### config.mk
export PLATFORM = sky130hd
export DESIGN_NAME = btb_fifo
export DESIGN_NICKNAME = d
export VERILOG_FILES = /design/src/design/btb_pkg.sv /design/src/design/btb_fifo.sv
export SDC_FILE = /design/constraint.sdc
export NUM_CORES = 1
export LEC_CHECK = 0
export BUFFER_PORTS_ARGS = -buffer_cell sky130_fd_sc_hd__buf_2
export CAP_MARGIN = 20
export CORE_UTILIZATION = 27
export CTS_BUF_LIST = sky130_fd_sc_hd__clkbuf_16
export CTS_CLUSTER_DIAMETER = 120
export DETAILED_ROUTE_END_ITERATION = 8
export PLACE_DENSITY = 0.45
export SLEW_MARGIN = 20
export SYNTH_ARGS = -nofsm -noshare
export SYNTH_HDL_FRONTEND = slang
export SYNTH_SLANG_ARGS = --single-unit
### constraint.sdc
create_clock -name i_clk -period 10.2 [get_ports i_clk]
set_clock_uncertainty 0.15 [all_clocks]
set_input_delay 0.51 -clock i_clk [delete_from_list [all_inputs] [get_ports i_clk]]
set_output_delay 0.51 -clock i_clk [all_outputs]
set_load 0.01 [all_outputs]
### src/design/btb_pkg.sv
// Shared types and constants of the branch target buffer.
package btb_pkg;

    // Fixed field widths.
    localparam int PC_W  = 32;
    localparam int TAG_W = 30;
    localparam int CNT_W = 32;

    // Configuration register indexes.
    localparam logic [2:0] CFG_LOG2_ENTRIES  = 3'd0;
    localparam logic [2:0] CFG_HISTORY_BITS  = 3'd1;
    localparam logic [2:0] CFG_TAG_BITS      = 3'd2;
    localparam logic [2:0] CFG_INIT_COUNTER  = 3'd3;
    localparam logic [2:0] CFG_GLOBAL_HIST   = 3'd4;
    localparam logic [2:0] CFG_GLOBAL_TABLE  = 3'd5;
    localparam logic [2:0] CFG_SHARE_MODE    = 3'd6;

    // Operation codes.
    localparam logic OP_PREDICT = 1'b0;
    localparam logic OP_UPDATE  = 1'b1;

    // Share modes.
    localparam logic [1:0] SHARE_LOW  = 2'd1;
    localparam logic [1:0] SHARE_HIGH = 2'd2;

    // Bit where the high share mode takes word-address bits.
    localparam int SHARE_HIGH_LSB = 16;

    // Effective configuration, already clamped.
    typedef struct packed {
        logic [2:0] log2_entries;
        logic [3:0] history_bits;
        logic [4:0] tag_bits;
        logic [1:0] init_counter;
        logic       global_hist;
        logic       global_table;
        logic [1:0] share_mode;
        logic       init_load;
    } t_cfg;

    // One classified item between front and back.
    typedef struct packed {
        logic              op;
        logic              taken;
        logic              flush;
        logic [PC_W-1:0]   pc;
        logic [PC_W-1:0]   target;
        logic [TAG_W-1:0]  tag;
    } t_job;

    typedef enum logic [1:0] {
        ST_IDLE,
        ST_LOOK,
        ST_CLEAR,
        ST_CALC
    } t_state;

endpackage

### src/design/btb_fifo.sv
// Two-entry queue between front and back end.
module btb_fifo (
    input  logic          i_clk,
    input  logic          i_rst_n,
    input  logic          i_push,
    input  btb_pkg::t_job i_job,
    input  logic          i_pop,
    output logic          o_full,
    output logic          o_empty,
    output btb_pkg::t_job o_job
);
    btb_pkg::t_job r_mem [2];
    logic          r_wp, r_rp;
    logic [1:0]    r_cnt;

    assign o_full  = (r_cnt == 2'd2);
    assign o_empty = (r_cnt == 2'd0);
    assign o_job   = r_mem[r_rp];

    // Pointers and fill count.
    always_ff @(posedge i_clk) begin
        if (!i_rst_n) begin
            r_wp  <= 1'b0;
            r_rp  <= 1'b0;
            r_cnt <= 2'd0;
        end else begin
            if (i_push) r_wp <= !r_wp;
            if (i_pop)  r_rp <= !r_rp;
            r_cnt <= r_cnt + 2'(i_push) - 2'(i_pop);
        end
    end

    // Storage.
    always_ff @(posedge i_clk) begin
        if (i_push) r_mem[r_wp] <= i_job;
    end
endmodule

==> key figures <==
Status
  – Status: finished, final reports clean

Floorplanning
  – Die height: 167 um
  – Ports: 200
  – Initial Util: 0.279
  – Die width: 167 um
  – Rows: 59
  – Die area: 0.0279 mm2
  – Core Area: 0.0264 mm2

Cells and area
  – Final #Nets: 637
  – Synthesis-to-finish area growth: 27.1%
  – Share of cells above drive strength 1: 0.611
  – Design Area, Final: 0.00933 mm2
  – Final cell count without fillers: 883

GRT
  – Global-route wire length before repair: 21.8 mm
  – Total track usage: 0.103
  – Initial antenna violation count: 3
  – Vias in the first global route: 3938
  – Largest net degree at the start of global routing: 60
  – GR Overflow Total: 0

Place
  – Dpl cells: 850
  – Buffers added on ports: 199
  – DP Area: 0.00871 mm2
  – Final HPWL DP: 9.16 mm
  – RD Place Congestion: 0.682

Synthesis
  – Post-Synthesis Cell Area: 0.00734 mm2
  – Dominant cell type by area after synthesis: edfxtp_1
  – Share of the synthesized area in the top cell type: 0.793
  – Syn_nets: 426
  – Synth area leaders: edfxtp_1, mux2_2, mux2_4, dfxtp_1, buf_6
  – Syn_area_per_cell: 22.7 um2
  – Top FF cell, synth: edfxtp_1
  – Asr flop ratio synth: 0
  – Most instantiated library cell after synthesis: edfxtp_1
  – Yosys cell types: 14
  – YS warnings: 0
  – Register area share after synthesis: 0.807
  – Synth Register Bits: 199
  – Number of synthesized flops with an enable pin: 194
  – Synth cell count leaders: edfxtp_1, mux2_2, mux2_4
  – Mapped Cells: 323

CTS
  – Cts bufs inserted: 17
  – Post-CTS Setup Inserts: 0
  – CTS tree: done
  – Reg clk slew, reported paths: 0.08 ns
  – Clk sink count: 199
  – Root Driver: clkbuf_16
  – H-Tree Depth: 4
  – Buffer levels on the longest clock path: 2
  – Post-CTS Resized: 0
  – Clock latency at the later pin of the worst-skew pair: 0.41 ns
  – Hold Buf Count CTS: 0

STA
  – Final setup fails: 0
  – RSZ-0062 raised after global routing: no
  – Hold Slack: 0.117 ns
  – Fin. Hold Viols: 0
  – Final Max Slew Viols: 0
  – Post-route minimum period: 3.31 ns
  – Setup TNS: 0 ns
  – Crit share post-route: 0.325
  – Fmax: 0.302 GHz
  – Max-slew headroom: 0.395
  – Worst-Margin Slew: 0.907 ns

Worst setup path
  – Crit end category: primary output
  – R2r worst-path depth: 2
  – Worst r2r src: r_wp
  – Startpoint types: flop
  – Critical path endpoint: o_job[26]
  – CP cell instances: buf_4, mux2_2, buf_2
  – Setup Crit Path Kind: flop to primary output
  – Largest stage delay, worst path: 0.82 ns
  – CP Max Fanout: 59
  – Critical-path top delay cell: buf_4
  – R2r endpoint: r_mem[1][36]
  – Crit path DAT: 2.65 ns
  – Reg2reg setup slack: 7.91 ns
  – WP data required: 9.54 ns

Routing
  – Met1 wire length: 6.04 mm
  – DRC viols: 0
  – DRT iter0 DRCs: 166
  – Met2 WL: 6.81 mm
  – Vias per cell: 4.13
  – Antenna-violating nets left: 0
  – Wire per inst: 16.1 um
  – Vias: 3643
  – DR WL met3: 1.21 mm
  – Total wire length: 14.2 mm
  – Total iterations of the first detailed-routing run: 4
  – Top layer in use: met5

Power and ir drop
  – Cell Pwr Density: 198 mW/mm2
  – Worst VDD drop: 0.0921 mV
  – Overall power: 1850 uW
  – Leakage: 0.00352 uW

Hold path
  – Hold path depth: 1
  – Min-delay worst type: input port to flop
  – Hold Startpoint: i_job[8]

Run
  – Max cap viols: 0
==> layout by cell type (no fill, tap or decap), drive strengths merged <==
cell type and n:
buf 203, edfxtp 194, mux2 97, clkbuf 17, inv 10, dfxtp 5, and2 4, nor2b 4
clkinv 4, ha 2, bufinv 2, diode 1, nor2 1, xor2 1, o21a 1, xnor3 1
clkinvlp 1
==> metal layers <==
metal,track usage,vias to the layer above
li1,-,1700
met1,0.122,1805
met2,0.164,125
met3,0.0475,9
met4,0.0350,4
met5,0,-
==> power breakdown <==
part / switching, uW / internal [uW]
sequential: 17.1 / 944
combinational: 92.4 / 95.8
clock: 322 / 374
==> layout make-up <==
| cell class | count | area (um2) |
|---|---|---|
| clock inverter | 15 | 190 |
| multi-input combinational | 111 | 1330 |
| sequential | 199 | 5930 |
| timing repair buffer | 203 | 1030 |
| tap | 335 | 419 |
| fill | 2473 | 17000 |
| inverter | 2 | 7.51 |
| clock buffer | 17 | 425 |
| antenna | 1 | 2.50 |
==> worst max-delay path, delay by kind of cell (launching register included) <==
family                 cells  cell delay, ns
buffers and inverters      2            0.96
DFF                        1            0.75
muxes                      1            0.43
==> state kept, by name, summed over array words and instances (netlist names), named ones only <==
name and count:
r_mem 194, r_wp 1, r_rp 1, r_cnt 2
==> how the worst min path moves through the flow <==
stage	to
4_1_cts	r_mem[1][8]
3_5_place_dp	flop
2_1_floorplan	flop
6_report	r_mem[1][8]
5_1_grt	r_mem[0][8]
3_3_place_gp	r_rp
==> metrics by stage <==
step,worst slack [ns],util
final,6.89,0.354
after global placement,7.29,0.331
after floorplan,4.72,-
after global routing,6.70,0.354
after detailed placement,7.26,0.331
after CTS,6.78,0.354
==> cells by family (layout without fill, tap and decap cells) <==
kind of cell | Yosys count | in the layout | share of synthesized area
XOR/XNOR | 2 | 2 | 0.00426
flip-flops | 199 | 199 | 0.807
adder cells (fa/ha/maj) | 2 | 2 | 0.00341
AND/OR/NAND/NOR | 9 | 9 | 0.00733
buffers and inverters | 13 | 237 | 0.0128
AO/OA/AOI/OAI | 1 | 1 | 0.00102
multiplexers | 97 | 97 | 0.164
other | 0 | 1 | 0
Note: power is estimated with default switching activity, not from simulation.
