$ cat src/design/btb_pkg.sv
// Shared types and constants of the branch target buffer.
package btb_pkg;

    // Fixed field widths.
    localparam int PC_W  = 32;
    localparam int TAG_W = 30;
    localparam int CNT_W = 32;

    // Configuration register indexes.
    localparam logic [2:0] CFG_LOG2_ENTRIES  = 3'd0;
    localparam logic [2:0] CFG_HISTORY_BITS  = 3'd1;
    localparam logic [2:0] CFG_TAG_BITS      = 3'd2;
    localparam logic [2:0] CFG_INIT_COUNTER  = 3'd3;
    localparam logic [2:0] CFG_GLOBAL_HIST   = 3'd4;
    localparam logic [2:0] CFG_GLOBAL_TABLE  = 3'd5;
    localparam logic [2:0] CFG_SHARE_MODE    = 3'd6;

    // Operation codes.
    localparam logic OP_PREDICT = 1'b0;
    localparam logic OP_UPDATE  = 1'b1;

    // Share modes.
    localparam logic [1:0] SHARE_LOW  = 2'd1;
    localparam logic [1:0] SHARE_HIGH = 2'd2;

    // Bit where the high share mode takes word-address bits.
    localparam int SHARE_HIGH_LSB = 16;

    // Effective configuration, already clamped.
    typedef struct packed {
        logic [2:0] log2_entries;
        logic [3:0] history_bits;
        logic [4:0] tag_bits;
        logic [1:0] init_counter;
        logic       global_hist;
        logic       global_table;
        logic [1:0] share_mode;
        logic       init_load;
    } t_cfg;

    // One classified item between front and back.
    typedef struct packed {
        logic              op;
        logic              taken;
        logic              flush;
        logic [PC_W-1:0]   pc;
        logic [PC_W-1:0]   target;
        logic [TAG_W-1:0]  tag;
    } t_job;

    typedef enum logic [1:0] {
        ST_IDLE,
        ST_LOOK,
        ST_CLEAR,
        ST_CALC
    } t_state;

endpackage

$ cat src/design/btb_if.sv
// Request and response channel interfaces of the branch target buffer.
interface btb_req_if;
    logic        valid;
    logic        ready;
    logic        operation;
    logic [31:0] branch_pc;
    logic [31:0] resolved_target;
    logic        resolved_taken;
    logic [31:0] earlier_prediction;

    modport source (output valid, operation, branch_pc, resolved_target,
                    resolved_taken, earlier_prediction, input ready);
    modport sink (input valid, operation, branch_pc, resolved_target,
                  resolved_taken, earlier_prediction, output ready);
endinterface


$ cat src/design/btb_front.sv
// Front end: accepts request transfers, computes tag and misprediction flag.
module btb_front (
    btb_req_if.sink          i_req,
    input  btb_pkg::t_cfg    i_cfg,
    input  logic             i_full,
    output logic             o_push,
    output btb_pkg::t_job    o_job
);
    logic [btb_pkg::TAG_W-1:0] word;
    logic [btb_pkg::TAG_W-1:0] tmask;
    logic [btb_pkg::PC_W-1:0]  fall;

    assign i_req.ready = !i_full;
    assign o_push      = i_req.valid && !i_full;

    // Tag is the word address above the index, masked to the tag width.
    always_comb begin
        word  = i_req.branch_pc[31:2];
        tmask = ~({btb_pkg::TAG_W{1'b1}} << i_cfg.tag_bits);
        fall  = i_req.branch_pc + 32'd4;
        o_job.op     = i_req.operation;
        o_job.taken  = i_req.resolved_taken;
        o_job.pc     = i_req.branch_pc;
        o_job.target = i_req.resolved_target;
        o_job.tag    = (word >> i_cfg.log2_entries) & tmask;
        o_job.flush  = i_req.resolved_taken ? (i_req.resolved_target != i_req.earlier_prediction)
                                            : (fall != i_req.earlier_prediction);
    end
endmodule

$ cat src/flat_wrapper.sv
// flat-port wrapper written by rule: the top's interface ports become plain ports
module btb_front_flat 
  (i_cfg, i_full, o_push, o_job, i_req_valid, i_req_operation, i_req_branch_pc, i_req_resolved_target, i_req_resolved_taken, i_req_earlier_prediction, i_req_ready);
  btb_req_if i_req_i ();
  input  btb_pkg::t_cfg i_cfg;
  input  logic i_full;
  output logic o_push;
  output btb_pkg::t_job o_job;
  input wire logic [$bits(i_req_i.valid)-1:0] i_req_valid;
  input wire logic [$bits(i_req_i.operation)-1:0] i_req_operation;
  input wire logic [$bits(i_req_i.branch_pc)-1:0] i_req_branch_pc;
  input wire logic [$bits(i_req_i.resolved_target)-1:0] i_req_resolved_target;
  input wire logic [$bits(i_req_i.resolved_taken)-1:0] i_req_resolved_taken;
  input wire logic [$bits(i_req_i.earlier_prediction)-1:0] i_req_earlier_prediction;
  output wire logic [$bits(i_req_i.ready)-1:0] i_req_ready;
  assign i_req_i.valid = i_req_valid;
  assign i_req_i.operation = i_req_operation;
  assign i_req_i.branch_pc = i_req_branch_pc;
  assign i_req_i.resolved_target = i_req_resolved_target;
  assign i_req_i.resolved_taken = i_req_resolved_taken;
  assign i_req_i.earlier_prediction = i_req_earlier_prediction;
  assign i_req_ready = i_req_i.ready;
  btb_front u_core (.i_req(i_req_i), .i_cfg(i_cfg), .i_full(i_full), .o_push(o_push), .o_job(o_job));
endmodule
$ cat config.mk
export PLATFORM = sky130hd
export DESIGN_NAME = btb_front_flat
export DESIGN_NICKNAME = d
export VERILOG_FILES = /design/src/design/btb_pkg.sv /design/src/design/btb_if.sv /design/src/design/btb_front.sv /design/src/flat_wrapper.sv
export SDC_FILE = /design/constraint.sdc
export NUM_CORES = 1
export LEC_CHECK = 0
export ABC_CLOCK_PERIOD_IN_PS = 2300
export BUFFER_PORTS_ARGS = -buffer_cell sky130_fd_sc_hd__buf_2
export CAP_MARGIN = 10
export CORE_ASPECT_RATIO = 1.4
export CORE_UTILIZATION = 42
export DETAILED_ROUTE_END_ITERATION = 8
export PLACE_DENSITY = 0.94
export SLEW_MARGIN = 20
export SYNTH_ARGS = -nofsm -noshare
export SYNTH_HDL_FRONTEND = slang
export SYNTH_SLANG_ARGS = --single-unit
$ cat constraint.sdc
create_clock -name vclk -period 2.3
set_input_delay 0.23 -clock vclk [all_inputs]
set_output_delay 0.23 -clock vclk [all_outputs]
set_load 0.005 [all_outputs]
==> flow_metrics.py <==
metrics = {
    "critical_path": {
        "critPathRequiredTime_ns": 2.07,
        "crit_type": "input port to primary output",
        "startpoint_type": "input port",
        "crit_path_end_kind": "primary output",
        "slowest_delay_ns": 0.36,
        "worstPathCellList": "buf_2 -> ha_1 -> nand4_1 -> buf_4 -> or3_4 -> nor4_4 -> xnor2_1 -> o2111ai_1 -> o41ai_2 -> o2111ai_1 -> buf_2",
        "cpMaxStageDelayCell": "or3_4",
        "crit_fanout": 5,
        "startpoint": "i_req_branch_pc[2]",
        "crit_arrival_ns": 2.39,
    },
    "route": {
        "wl_met2_um": 7280,
        "drtIter0Drc": 245,
        "highest-signal-layer": "met4",
        "vias_per_cell": 5.95,
        "wirelength_um": 14700,
        "wl_per_cell_um": 17.7,
        "drc": 0,
        "m1WireLength_um": 5180,
        "ant_nets": 0,
        "met3_length_um": 1310,
        "vias": 4949,
        "detail_route.first_pass.iterations": 5,
    },
    "timing": {
        "fin_crit_sh_pct": 114,
        "timing.fmax_mhz": 382,
        "finalMaxSlewViolations": 0,
        "timing.slew.headroom_pct": 60.5,
        "rsz0062_at_grt": "true",
        "timing.setup.tns_ns": -0.316,
        "hold_violations": 0,
        "setup_viol": 1,
        "hold_slack_ns": 0.460,
        "worst_pin_slew_ns": 0.588,
        "setup_ws_ns": -0.316,
        "min_period_ns": 2.62,
    },
    "grt": {
        "grt_max_degree": 34,
        "antenna_found_initial": 1,
        "grt_pass1_wl_um": 22600,
        "grt_usage_pct": 32.1,
        "grt_pass1_vias": 4668,
        "overflow": 0,
    },
    "hold_path": {
        "hold_class": "input port to primary output",
        "holdPathStages": 0,
        "hp-start": "i_req_operation",
        "whs_endpoint": "o_job[96]",
    },
    "floorplan": {
        "ios": 218,
        "die-area_sq_um": 8780,
        "start_util_pct": 43.3,
        "dieWidth_um": 79.5,
        "num_rows": 39,
        "core_sq_um": 8150,
        "die_y_um": 110,
    },
    "layout": {
        "fin_area_sq_um": 4860,
        "clockBufferCount": 0,
        "layout.nets": 851,
        "regArea_sq_um": 0,
        "nFillCells": 777,
        "final_layout_size_suffix_gt1_share_pct": 46.6,
        "multi_input_area_sq_um": 2910,
        "seq_cell_count": 0,
        "syn2layout_area_growth_pct": 37.5,
    },
    "synth": {
        "synth_nets": 653,
        "postSynthAreaPerCell_sq_um": 6.62,
        "yosysSeqAreaShare_pct": 0,
        "yosysTopAreaCellShare_pct": 14.0,
        "syn_inst": 533,
        "synth_cell_type_count": 64,
        "synth_top_family_by_area": "simple AND/OR/NAND/NOR gates",
        "yosys_warnings": 0,
        "synth_mux_area_share_pct": 13.8,
        "synthTopCellsByArea": "buf_4, xnor2_1, mux2i_1, xor2_1, nor2_1",
        "synth_fa_ha_area_share_pct": 0.354,
        "synth-xor-area-share_pct": 15.4,
        "synth_top_area_cell": "buf_4",
        "syn_area_sq_um": 3530,
        "post_synth_and_or_nand_nor_area_fraction_pct": 28.7,
        "synth_compound_area_share_pct": 21.9,
    },
    "flow_run": {
        "cap_viol_max_count": 0,
    },
    "placement": {
        "dp_hpwl_um": 12300,
        "gp_congestion": 1.12,
        "io_buffer_count": 205,
        "dpl-instance-area_sq_um": 4770,
    },
    "outcome": {
        "violations": "negative setup slack",
        "status": "complete, but fails checks",
    },
    "pwr": {
        "total_power_uw": 931,
        "p_leak_nw": 2.33,
        "power_per_cell_area_nw_per_um2": 192,
        "vdd_drop_max_mv": 0.0942,
    },
    "cts": {
        "ctsHoldBuffers": 0,
    },
}
-- power by group --
part	switching, mW	internal [mW]	total (mW)	leakage (nW)
clock	0	0.0000000581	0.0000000581	0.00000634
combinational	0.499	0.432	0.931	2.33
sequential	0	0	0	0
total	0.499	0.432	0.931	2.33
-- placed cells by master, fill, tap and decap left out, types with 7 or more instances in the layout --
master and instances:
nor3_1 19, inv_1 12, mux2_2 11, xnor2_1 34
buf_4 96, mux2i_1 25, nor4_1 9, o21ai_0 23
buf_2 205, nand2_1 40, nand3_1 18, nand4_1 15
a211oi_1 7, nor2_1 49, xor2_1 28, a21oi_1 33
-- how the worst max path moves through the flow --
stage,to,slack [ns],cells after the start
floorplan,o_job[94],0.008,9
global placement,o_job[94],-0.36,11
finish,o_job[94],-0.32,11
global route,o_job[94],-0.41,12
CTS,o_job[94],-0.32,11
detailed placement,o_job[94],-0.41,11
-- worst max-delay path: cells and delay by family --
family / cells / cell delay [ns]
AND/OR/NAND/NOR: 3 / 0.71
AO/OA/AOI/OAI: 3 / 0.62
buffers and inverters: 3 / 0.45
adder cells (fa/ha/maj): 1 / 0.21
XOR/XNOR: 1 / 0.15
-- metal layers --
layer	GRT usage (%)	vias up
met3	3.47	72
met4	19.0	0
met1	34.9	2239
met5	0	-
li1	-	2276
met2	57.8	362
-- cells by family after synthesis --
logic type	Yosys count
xor+xnor	62
buf+inv	120
mux	41
fa+ha+maj	1
compound gates	115
simple gates	194
-- Yosys cell counts (3+ instances only) --
cell / instances
a2111oi_0: 5
a211oi_1: 7
a21oi_1: 33
a221oi_1: 5
a31oi_1: 5
and3_1: 5
and4_1: 4
buf_1: 4
buf_2: 4
buf_4: 66
clkbuf_1: 32
inv_1: 12
mux2_2: 11
mux2i_1: 25
mux4_2: 5
nand2_1: 41
nand2b_1: 6
nand3_1: 19
nand4_1: 15
nor2_1: 49
nor3_1: 19
nor3b_1: 5
nor4_1: 13
o211ai_1: 4
o21a_1: 3
o21ai_0: 24
or2_2: 3
or3_1: 3
xnor2_1: 34
xor2_1: 28
-- cell type report --
type | instances | area share, %
antenna | 1 | 0.0515
inverter | 14 | 1.08
multi-input combinational | 413 | 59.9
tap | 102 | 2.63
timing repair buffer | 302 | 36.4
-- timing repair --
item	in CTS	in global routing
gates resized for setup	5	11
setup endpoints to repair	1	1
pin swaps	0	5
buffers inserted	0	1
-- through the flow --
step           cells  util [%]  worst slack [ns]
2_1_floorplan    533         -           0.00767
4_1_cts          830      58.8            -0.322
5_1_grt          832      59.6            -0.407
3_5_place_dp     830      58.5            -0.414
3_3_place_gp     830      58.5            -0.360
6_report         832      59.6            -0.316
No activity file was read; power rests on OpenSTA's default activity.
